$ cat config.mk
export PLATFORM = sky130hd
export DESIGN_NAME = http_target_host_port_parser_core_flat
export DESIGN_NICKNAME = d
export VERILOG_FILES = /design/src/hw/rtl/htpp_pkg.sv /design/src/hw/rtl/htpp_if.sv /design/src/hw/rtl/htpp_step.sv /design/src/hw/rtl/http_target_host_port_parser_core.sv /design/src/flat_wrapper.sv
export SDC_FILE = /design/constraint.sdc
export NUM_CORES = 1
export LEC_CHECK = 0
export BUFFER_PORTS_ARGS = -buffer_cell sky130_fd_sc_hd__clkbuf_2
export CAP_MARGIN = 20
export CELL_PAD_IN_SITES_DETAIL_PLACEMENT = 0
export CELL_PAD_IN_SITES_GLOBAL_PLACEMENT = 1
export CORE_ASPECT_RATIO = 1.4
export CORE_MARGIN = 5
export CORE_UTILIZATION = 44
export DETAILED_ROUTE_END_ITERATION = 8
export HOLD_SLACK_MARGIN = 0.08
export PLACE_DENSITY_LB_ADDON = 0.1
export SKIP_LAST_GASP = 1
export SLEW_MARGIN = 30
export SYNTH_ARGS = -nofsm -noshare
export SYNTH_HDL_FRONTEND = slang
export SYNTH_HIERARCHICAL = 1
export SYNTH_SLANG_ARGS = --single-unit
export TNS_END_PERCENT = 50
$ cat constraint.sdc
create_clock -name clock -period 4.76 [get_ports clock]
set_input_delay 0.476 -clock clock [delete_from_list [all_inputs] [get_ports clock]]
set_output_delay 0.476 -clock clock [all_outputs]
set_load 0.01 [all_outputs]
$ cat src/hw/rtl/htpp_pkg.sv
// package: types, character codes and phase codes for the http target host/port parser
package htpp_pkg;

   localparam int CHAR_W  = 8;
   localparam int PORT_W  = 16;
   localparam int PHASE_W = 4;

   localparam logic [PORT_W-1:0] DEFAULT_PORT_RESET = 16'd80;
   localparam logic [PORT_W-1:0] PORT_MAX           = 16'hFFFF;
   localparam int                PORT_MUL_W         = PORT_W + 4;
   localparam logic [3:0]        DECIMAL_BASE       = 4'd10;

   localparam logic [CHAR_W-1:0] CHAR_SPACE = 8'h20;
   localparam logic [CHAR_W-1:0] CHAR_SLASH = 8'h2F;
   localparam logic [CHAR_W-1:0] CHAR_COLON = 8'h3A;
   localparam logic [CHAR_W-1:0] CHAR_AT    = 8'h40;
   localparam logic [CHAR_W-1:0] CHAR_ZERO  = 8'h30;
   localparam logic [CHAR_W-1:0] CHAR_NINE  = 8'h39;

   // reported phase codes
   localparam logic [PHASE_W-1:0] PHASE_CODE_START      = 4'd0;
   localparam logic [PHASE_W-1:0] PHASE_CODE_COLON      = 4'd1;
   localparam logic [PHASE_W-1:0] PHASE_CODE_SLASH1     = 4'd2;
   localparam logic [PHASE_W-1:0] PHASE_CODE_AUTHORITY  = 4'd3;
   localparam logic [PHASE_W-1:0] PHASE_CODE_USERINFO   = 4'd4;
   localparam logic [PHASE_W-1:0] PHASE_CODE_PORT_START = 4'd5;
   localparam logic [PHASE_W-1:0] PHASE_CODE_PORT       = 4'd6;
   localparam logic [PHASE_W-1:0] PHASE_CODE_PATH       = 4'd7;
   localparam logic [PHASE_W-1:0] PHASE_CODE_END        = 4'd8;

   localparam logic KIND_BYTE    = 1'b0;
   localparam logic KIND_RESTART = 1'b1;

   typedef enum logic [8:0] {
      PH_START      = 9'b000000001,
      PH_COLON      = 9'b000000010,
      PH_SLASH1     = 9'b000000100,
      PH_AUTHORITY  = 9'b000001000,
      PH_USERINFO   = 9'b000010000,
      PH_PORT_START = 9'b000100000,
      PH_PORT       = 9'b001000000,
      PH_PATH       = 9'b010000000,
      PH_END        = 9'b100000000
   } phase_type;

   typedef struct packed {
      logic                host_byte_valid;
      logic [CHAR_W-1:0]   host_byte;
      logic                host_clear;
      logic [PORT_W-1:0]   port_value;
      logic [PHASE_W-1:0]  phase;
      logic                finished;
      logic                accepted;
   } rsp_type;

   function automatic logic [PHASE_W-1:0] phase_code(input phase_type ph);
      logic [PHASE_W-1:0] code;
      unique case (ph)
         PH_START:      code = PHASE_CODE_START;
         PH_COLON:      code = PHASE_CODE_COLON;
         PH_SLASH1:     code = PHASE_CODE_SLASH1;
         PH_AUTHORITY:  code = PHASE_CODE_AUTHORITY;
         PH_USERINFO:   code = PHASE_CODE_USERINFO;
         PH_PORT_START: code = PHASE_CODE_PORT_START;
         PH_PORT:       code = PHASE_CODE_PORT;
         PH_PATH:       code = PHASE_CODE_PATH;
         PH_END:        code = PHASE_CODE_END;
         default:       code = PHASE_CODE_PATH;
      endcase
      return code;
   endfunction

endpackage

$ cat src/hw/rtl/htpp_if.sv
// channel interfaces: request beats in, response beats out
interface htpp_req_if;
   logic                        valid;
   logic                        ready;
   logic                        kind;
   logic [htpp_pkg::CHAR_W-1:0] char_in;

   modport source (output valid, output kind, output char_in, input ready);
   modport sink   (input valid, input kind, input char_in, output ready);
endinterface

interface htpp_rsp_if;
   logic                         valid;
   logic                         ready;
   logic                         host_byte_valid;
   logic [htpp_pkg::CHAR_W-1:0]  host_byte;
   logic                         host_clear;
   logic [htpp_pkg::PORT_W-1:0]  port_value;
   logic [htpp_pkg::PHASE_W-1:0] phase;
   logic                         finished;
   logic                         accepted;

   modport source (output valid, output host_byte_valid, output host_byte, output host_clear,
                   output port_value, output phase, output finished, output accepted,
                   input ready);
   modport sink   (input valid, input host_byte_valid, input host_byte, input host_clear,
                   input port_value, input phase, input finished, input accepted,
                   output ready);
endinterface

$ cat src/hw/rtl/htpp_step.sv
// next phase, next port and response fields for one target byte
module htpp_step (
   input  htpp_pkg::phase_type               phase_ff,
   input  logic [htpp_pkg::PORT_W-1:0]       port_ff,
   input  logic [htpp_pkg::PORT_W-1:0]       default_port,
   input  logic                              kind,
   input  logic [htpp_pkg::CHAR_W-1:0]       char_in,
   output htpp_pkg::phase_type               phase_in,
   output logic [htpp_pkg::PORT_W-1:0]       port_in,
   output htpp_pkg::rsp_type                 result
);
   import htpp_pkg::*;

   logic                  is_digit;
   logic [3:0]            digit;
   logic [PORT_MUL_W-1:0] port_mul;
   logic [PORT_W-1:0]     port_sat;
   logic                  hv;
   logic                  hc;
   logic                  acc;

   assign is_digit = (char_in >= CHAR_ZERO) && (char_in <= CHAR_NINE);
   assign digit    = 4'(char_in - CHAR_ZERO);
   // port * 10 + digit, saturating
   assign port_mul = PORT_MUL_W'(port_ff) * PORT_MUL_W'(DECIMAL_BASE) + PORT_MUL_W'(digit);
   assign port_sat = (port_mul > PORT_MUL_W'(PORT_MAX)) ? PORT_MAX : port_mul[PORT_W-1:0];

   always_comb begin
      phase_in = phase_ff;
      port_in  = port_ff;
      hv       = 1'b0;
      hc       = 1'b0;
      acc      = 1'b1;
      if (kind == KIND_RESTART) begin
         phase_in = PH_START;
         port_in  = default_port;
         hc       = 1'b1;
      end else if (phase_ff == PH_END) begin
         acc = 1'b0;
      end else if (char_in == CHAR_SPACE) begin
         phase_in = PH_END;
      end else begin
         unique case (phase_ff)
            PH_START: begin
               if (char_in == CHAR_SLASH) begin
                  phase_in = PH_PATH;
                  hc       = 1'b1;
               end else if (char_in == CHAR_COLON) begin
                  phase_in = PH_COLON;
               end else begin
                  hv = 1'b1;
               end
            end
            PH_COLON: begin
               if (is_digit) begin
                  phase_in = PH_PORT;
                  port_in  = PORT_W'(digit);
               end else if (char_in == CHAR_SLASH) begin
                  phase_in = PH_SLASH1;
                  hc       = 1'b1;
               end else begin
                  phase_in = PH_PATH;
                  hc       = 1'b1;
               end
            end
            PH_SLASH1: begin
               phase_in = (char_in == CHAR_SLASH) ? PH_AUTHORITY : PH_PATH;
            end
            PH_AUTHORITY: begin
               if (char_in == CHAR_COLON) begin
                  phase_in = PH_PORT_START;
               end else if (char_in == CHAR_AT) begin
                  phase_in = PH_USERINFO;
                  hc       = 1'b1;
               end else if (char_in == CHAR_SLASH) begin
                  phase_in = PH_PATH;
               end else begin
                  hv = 1'b1;
               end
            end
            PH_USERINFO: begin
               if (char_in == CHAR_COLON) begin
                  phase_in = PH_PORT_START;
               end else if (char_in == CHAR_SLASH) begin
                  phase_in = PH_PATH;
               end else begin
                  hv = 1'b1;
               end
            end
            PH_PORT_START: begin
               if (is_digit) begin
                  phase_in = PH_PORT;
                  port_in  = PORT_W'(digit);
               end else begin
                  phase_in = PH_PATH;
               end
            end
            PH_PORT: begin
               if (is_digit) begin
                  port_in = port_sat;
               end else begin
                  phase_in = PH_PATH;
                  if (char_in != CHAR_SLASH) begin
                     port_in = default_port;
                  end
               end
            end
            default: begin
               phase_in = PH_PATH;
            end
         endcase
      end
   end

   always_comb begin
      result.host_byte_valid = hv;
      result.host_byte       = hv ? char_in : '0;
      result.host_clear      = hc;
      result.port_value      = port_in;
      result.phase           = phase_code(phase_in);
      result.finished        = (phase_in == PH_END);
      result.accepted        = acc;
   end

endmodule

$ cat src/hw/rtl/http_target_host_port_parser_core.sv
// top level of the http request target host/port parser
// each beat moves from input register into result register; parse state advances on that move
// throughput: one beat per cycle unless rsp_ch.ready back pressure stalls the result register
// a new request beat is taken while a finished response still waits on rsp_ch.ready
// reset (synchronous, active high): both stages empty, phase start, port and default port 80
module http_target_host_port_parser_core (
   input  logic                          clock,
   input  logic                          reset,
   htpp_req_if.sink                      req_ch,
   htpp_rsp_if.source                    rsp_ch,
   input  logic                          csr_wr_en,
   input  logic [htpp_pkg::PORT_W-1:0]   csr_wr_data
);
   import htpp_pkg::*;

   // input stage
   logic              s1_valid_ff;
   logic              s1_valid_in;
   logic              s1_kind_ff;
   logic [CHAR_W-1:0] s1_char_ff;

   // parse state
   phase_type         phase_ff;
   phase_type         phase_in;
   logic [PORT_W-1:0] port_ff;
   logic [PORT_W-1:0] port_in;
   logic [PORT_W-1:0] default_port_ff;

   // result stage
   logic              rsp_valid_ff;
   logic              rsp_valid_in;
   rsp_type           rsp_data_ff;
   rsp_type           step_result;

   logic              s1_advance;
   logic              req_take;

   // s1 moves forward when the result register is empty or being drained
   assign s1_advance = s1_valid_ff && (!rsp_valid_ff || rsp_ch.ready);
   assign req_ch.ready = !s1_valid_ff || s1_advance;
   assign req_take     = req_ch.valid && req_ch.ready;

   assign s1_valid_in  = req_take || (s1_valid_ff && !s1_advance);
   assign rsp_valid_in = s1_advance || (rsp_valid_ff && !rsp_ch.ready);

   htpp_step u_step (
      .phase_ff     (phase_ff),
      .port_ff      (port_ff),
      .default_port (default_port_ff),
      .kind         (s1_kind_ff),
      .char_in      (s1_char_ff),
      .phase_in     (phase_in),
      .port_in      (port_in),
      .result       (step_result)
   );

   // control state
   always_ff @(posedge clock) begin
      if (reset) begin
         s1_valid_ff     <= 1'b0;
         rsp_valid_ff    <= 1'b0;
         phase_ff        <= PH_START;
         port_ff         <= DEFAULT_PORT_RESET;
         default_port_ff <= DEFAULT_PORT_RESET;
      end else begin
         s1_valid_ff  <= s1_valid_in;
         rsp_valid_ff <= rsp_valid_in;
         // state commits only when the beat leaves the input stage
         if (s1_advance) begin
            phase_ff <= phase_in;
            port_ff  <= port_in;
         end
         // user must land register writes only while idle, unenforced; port_ff keeps its value
         if (csr_wr_en) begin
            default_port_ff <= csr_wr_data;
         end
      end
   end

   // payload registers
   always_ff @(posedge clock) begin
      if (req_take) begin
         s1_kind_ff <= req_ch.kind;
         s1_char_ff <= req_ch.char_in;
      end
      if (s1_advance) begin
         rsp_data_ff <= step_result;
      end
   end

   assign rsp_ch.valid           = rsp_valid_ff;
   assign rsp_ch.host_byte_valid = rsp_data_ff.host_byte_valid;
   assign rsp_ch.host_byte       = rsp_data_ff.host_byte;
   assign rsp_ch.host_clear      = rsp_data_ff.host_clear;
   assign rsp_ch.port_value      = rsp_data_ff.port_value;
   assign rsp_ch.phase           = rsp_data_ff.phase;
   assign rsp_ch.finished        = rsp_data_ff.finished;
   assign rsp_ch.accepted        = rsp_data_ff.accepted;

   // a host byte is never dropped and never refused in the same beat
   a_host_byte_clean: assert property (@(posedge clock) disable iff (reset)
      rsp_ch.valid && rsp_ch.host_byte_valid |-> !rsp_ch.host_clear && rsp_ch.accepted)
      else $error("host byte beat also clears or is refused");

   // finished tracks the end phase code
   a_finished_phase: assert property (@(posedge clock) disable iff (reset)
      rsp_ch.valid |-> (rsp_ch.finished == (rsp_ch.phase == PHASE_CODE_END)))
      else $error("finished flag disagrees with phase");

   // once ended, a plain byte is refused and leaves the state alone
   a_end_sticky: assert property (@(posedge clock) disable iff (reset)
      s1_advance && (phase_ff == PH_END) && (s1_kind_ff == KIND_BYTE)
      |=> rsp_valid_ff && !rsp_data_ff.accepted && (phase_ff == PH_END)
          && (port_ff == $past(port_ff)))
      else $error("byte after end changed parse state");

   // a stalled input stage only happens behind a full, stalled result register
   a_stall_cause: assert property (@(posedge clock) disable iff (reset)
      s1_valid_ff && !s1_advance |-> rsp_valid_ff && !rsp_ch.ready)
      else $error("input stage stalled without back pressure");

endmodule

$ cat src/flat_wrapper.sv
// flat-port wrapper written by rule: the top's interface ports become plain ports
module http_target_host_port_parser_core_flat import htpp_pkg::*;
  (clock, reset, csr_wr_en, csr_wr_data, req_ch_valid, req_ch_kind, req_ch_char_in, req_ch_ready, rsp_ch_valid, rsp_ch_host_byte_valid, rsp_ch_host_byte, rsp_ch_host_clear, rsp_ch_port_value, rsp_ch_phase, rsp_ch_finished, rsp_ch_accepted, rsp_ch_ready);
  htpp_req_if req_ch_i ();
  htpp_rsp_if rsp_ch_i ();
  input  logic clock;
  input  logic reset;
  input  logic csr_wr_en;
  input  logic [htpp_pkg::PORT_W-1:0] csr_wr_data;
  input wire logic [$bits(req_ch_i.valid)-1:0] req_ch_valid;
  input wire logic [$bits(req_ch_i.kind)-1:0] req_ch_kind;
  input wire logic [$bits(req_ch_i.char_in)-1:0] req_ch_char_in;
  output wire logic [$bits(req_ch_i.ready)-1:0] req_ch_ready;
  output wire logic [$bits(rsp_ch_i.valid)-1:0] rsp_ch_valid;
  output wire logic [$bits(rsp_ch_i.host_byte_valid)-1:0] rsp_ch_host_byte_valid;
  output wire logic [$bits(rsp_ch_i.host_byte)-1:0] rsp_ch_host_byte;
  output wire logic [$bits(rsp_ch_i.host_clear)-1:0] rsp_ch_host_clear;
  output wire logic [$bits(rsp_ch_i.port_value)-1:0] rsp_ch_port_value;
  output wire logic [$bits(rsp_ch_i.phase)-1:0] rsp_ch_phase;
  output wire logic [$bits(rsp_ch_i.finished)-1:0] rsp_ch_finished;
  output wire logic [$bits(rsp_ch_i.accepted)-1:0] rsp_ch_accepted;
  input wire logic [$bits(rsp_ch_i.ready)-1:0] rsp_ch_ready;
  assign req_ch_i.valid = req_ch_valid;
  assign req_ch_i.kind = req_ch_kind;
  assign req_ch_i.char_in = req_ch_char_in;
  assign req_ch_ready = req_ch_i.ready;
  assign rsp_ch_valid = rsp_ch_i.valid;
  assign rsp_ch_host_byte_valid = rsp_ch_i.host_byte_valid;
  assign rsp_ch_host_byte = rsp_ch_i.host_byte;
  assign rsp_ch_host_clear = rsp_ch_i.host_clear;
  assign rsp_ch_port_value = rsp_ch_i.port_value;
  assign rsp_ch_phase = rsp_ch_i.phase;
  assign rsp_ch_finished = rsp_ch_i.finished;
  assign rsp_ch_accepted = rsp_ch_i.accepted;
  assign rsp_ch_i.ready = rsp_ch_ready;
  http_target_host_port_parser_core u_core (.clock(clock), .reset(reset), .req_ch(req_ch_i), .rsp_ch(rsp_ch_i), .csr_wr_en(csr_wr_en), .csr_wr_data(csr_wr_data));
endmodule
==> impl_results.md <==
* Status: complete, no violations
* Worst Skew at 5.66 ps
* Period utilization at 91.9%
* PwrDens at around 260 mW/mm^2
* Slew Limit Headroom at 35.0%
* Die ar. at 0.0157 mm^2
* Mapped Area at about 0.006 mm^2
* Avg Cell Area, Syn at a little over 9 um^2
* CTS H-tree depth at 3
* Top cell by count, worst path: ha_1
* Chip Width at ~110 um
* Final Total Pwr at 1690 uW
* Total CTS buffers at 9
* CTS sink count at 84
* Placer congestion estimate at 0.902
* DRT antenna net count at 0
* Finish-stage setup viols at 0
* Core Util, Final at 49.5%
* Most used DFF post-synth: dfxtp_1
* Share of layout cells above drive strength 1 at 15.7%
* Die span in y at 146 um
* Initial antenna violation count at 0
* Met3 Routed Length at 600 um
* CTS Hold Bufs at 0
* Core ar. at 0.0129 mm^2
* Starting Density at 45.0%
* Distinct cells, synth at 77
* CTS resizes at 0
* Routed vias at roughly 4800
* Largest net degree at the start of global routing at 69
* Seq cells post-synth at 84
* # IOs at 64
* Fin. max-slew vios at 0
* TritonCTS clock tree: built
* Sw frac at a little over a quarter
* Highest net fanout along the worst path at 16
* Post CTS Setup Buffer Count at 0
* Grt total ovfl at 0
* Final WL at 15500 um
* Adder-Cell Fraction of Synth Area at 7.34%
* Crit-path cells: ha_1, ha_1, inv_1, fa_1, xor2_1, nor3_1, nor3b_2, nand4_1, nor4b_2, a311oi_1, nor2b_2, o31ai_1, a31oi_1, nand2b_1, mux2i_1
* Buf/Inv on CP at 1
* Clock tree buffer depth at 2
* Met2 wire length at 8200 um
* Comb pwr share at 10.9%
* Internal power at 1230 uW
* Net count, final at 732
* Vias per cell at ~5.7
* Worst path required time at 5030 ps
* Synth warn at 6
* Post-synth EDFFs at 41
* Static leakage at 0.00262 uW
* Port Buffers at 63
* RSZ-0062 raised after global routing: false
* Synth Area in Compound Gates at approximately 15%
* Clock group share of total power at 41.1%
* Metal-1 WL at 6370 um
* Setup CP Type: reg2reg
* WP data arrival at 4640 ps
* XOR/XNOR Fraction of Synth Area at 3.87%
* Cell Rows at 49
* 1st-pass router iterations at 4
* Area Overhead vs Synth at 9.90%
* Seq/Total Area, Yosys at between 30 and 40%
* N_diodes at 0
* Largest family of logic cells by synthesized area: simple AND/OR/NAND/NOR gates
* Hold WC Path Type: in2reg
* HPWL Detailed at 11300 um
* Clock transition at path regs at 70 ps
* Slew @ Worst Pin at 961 ps
* Slowest cell on the critical path: nor2b_2
* Max-cap violations at 0
* Vias in the first global route at roughly 4800
* Clock latency on the worst-skew pair at 340 ps
* Tmin final at 4370 ps
* Final Hold Fails at 0
* Initial DRC Count at 311
* Wirelength per Cell at 18.2 um
* Most common library cell in the layout ignoring fill and taps: nand2_1
* Total track usage at between 10% and 20%
* Worst path top cell family by delay: simple AND/OR/NAND/NOR gates
* Post-synthesis cell count at between 600 and 700
* Clock tree root buffer cell: clkbuf_16
* Crit end category: register
* Top sig layer: met4
* Mux cell area share after synthesis at 7.06%
* DRC at 0
* Simple-gate share of the synthesized area at a little under a quarter
* Synth Net Count at 706
* CP Launch Type: register
* Setup TNS at 0 ps
* P_sw at 463 uW
* First-pass GRT wire length at 24900 um
* Ys async rst share at 0%
* Peak Freq at 229 MHz
* VDD IR-drop max at 136 uV
* Commonest non-fill, non-tap cells in the layout: nand2_1, nor2_1, clkbuf_2
* Crit-path max cell delay at 650 ps
* Sequential Power Share at 47.9%
-- cell usage after synthesis (6+ instances only) --
cell type / n / share of area [%]
buf_4: 21 / 2.7
mux2i_1: 40 / 6.9
nand4_1: 9 / 0.97
o31ai_1: 16 / 2.1
o21ai_0: 14 / 1.2
or3_1: 6 / 0.64
a22oi_1: 15 / 1.9
buf_2: 7 / 0.60
clkbuf_1: 19 / 1.2
a31oi_1: 17 / 1.8
nor3_1: 9 / 0.77
and2_1: 11 / 1.2
nand3_1: 7 / 0.60
edfxtp_1: 41 / 21
nor4_1: 8 / 0.86
a21oi_1: 27 / 2.3
inv_1: 14 / 0.90
ha_1: 31 / 6.7
nor2_1: 63 / 4.1
xor2_1: 10 / 1.5
xnor2_1: 12 / 1.8
nor2b_1: 7 / 0.75
nand2_1: 66 / 4.3
nand2b_1: 46 / 4.9
dfxtp_1: 43 / 15
-- through the flow --
stage / instance area [um^2] / cells / hold WS (ps) / setup slack [ps]
after floorplan: 5830 / 643 / 447 / 976
after global placement: 6070 / 835 / 481 / 239
after detailed placement: 6110 / 836 / 490 / 421
after CTS: 6400 / 852 / 290 / 403
after global routing: 6400 / 852 / 285 / 102
final: 6400 / 852 / 303 / 386
-- layer usage --
| metal | GRT usage (%) | vias to the layer above |
|---|---|---|
| li1 | - | 2370 |
| met1 | 23.0 | 2328 |
| met2 | 36.7 | 128 |
| met3 | 3.09 | 22 |
| met4 | 7.23 | 0 |
| met5 | 0 | - |
-- power groups by stage --
stage          sequential (uW)  clock [uW]  combinational, uW
2_1_floorplan              827           0                134
3_3_place_gp               828           0                180
3_5_place_dp               829           0                186
4_1_cts                    813         718                187
5_1_grt                    816         748                205
6_report                   812         697                185
-- area by class of cell --
type	instances	area, um^2
well taps	178	223
clock buffers	9	225
flip-flops and latches	84	2090
clock inverters	7	67.6
repair buffers	68	375
multi-input cells	492	3370
fillers	1230	6530
inverters	14	52.6
-- path summary, 6_finish.rpt --
check	from	to	slack [ps]	cells after the start
max	u_core/port_ff[1]	u_core/port_ff[14]	390	15
min	req_ch_char_in[3]	u_core/s1_char_ff[3]	300	1
max reg2reg	u_core/port_ff[1]	u_core/port_ff[14]	390	15
min reg2reg	u_core/phase_ff[2]	u_core/phase_ff[2]	500	2
-- state kept, by name (all words and copies together) (netlist names) --
signal	flops
u_core/rsp_ch.port_value	16
u_core/default_port_ff	16
u_core/rsp_ch.accepted	1
u_core/s1_kind_ff	1
u_core/rsp_ch.host_byte	8
u_core/port_ff	16
u_core/s1_valid_ff	1
u_core/rsp_ch.finished	1
u_core/rsp_ch.host_byte_valid	1
u_core/phase_ff	9
u_core/s1_char_ff	8
u_core/rsp_ch.phase	4
u_core/rsp_ch.host_clear	1
u_core/rsp_ch.valid	1
-- logic make-up after synthesis --
kind of cell,count (synthesis)
mux,41
buf+inv,67
fa+ha+maj,33
simple gates,264
flops,84
compound gates,130
xor+xnor,24
Power figures use the tool's default switching activity.
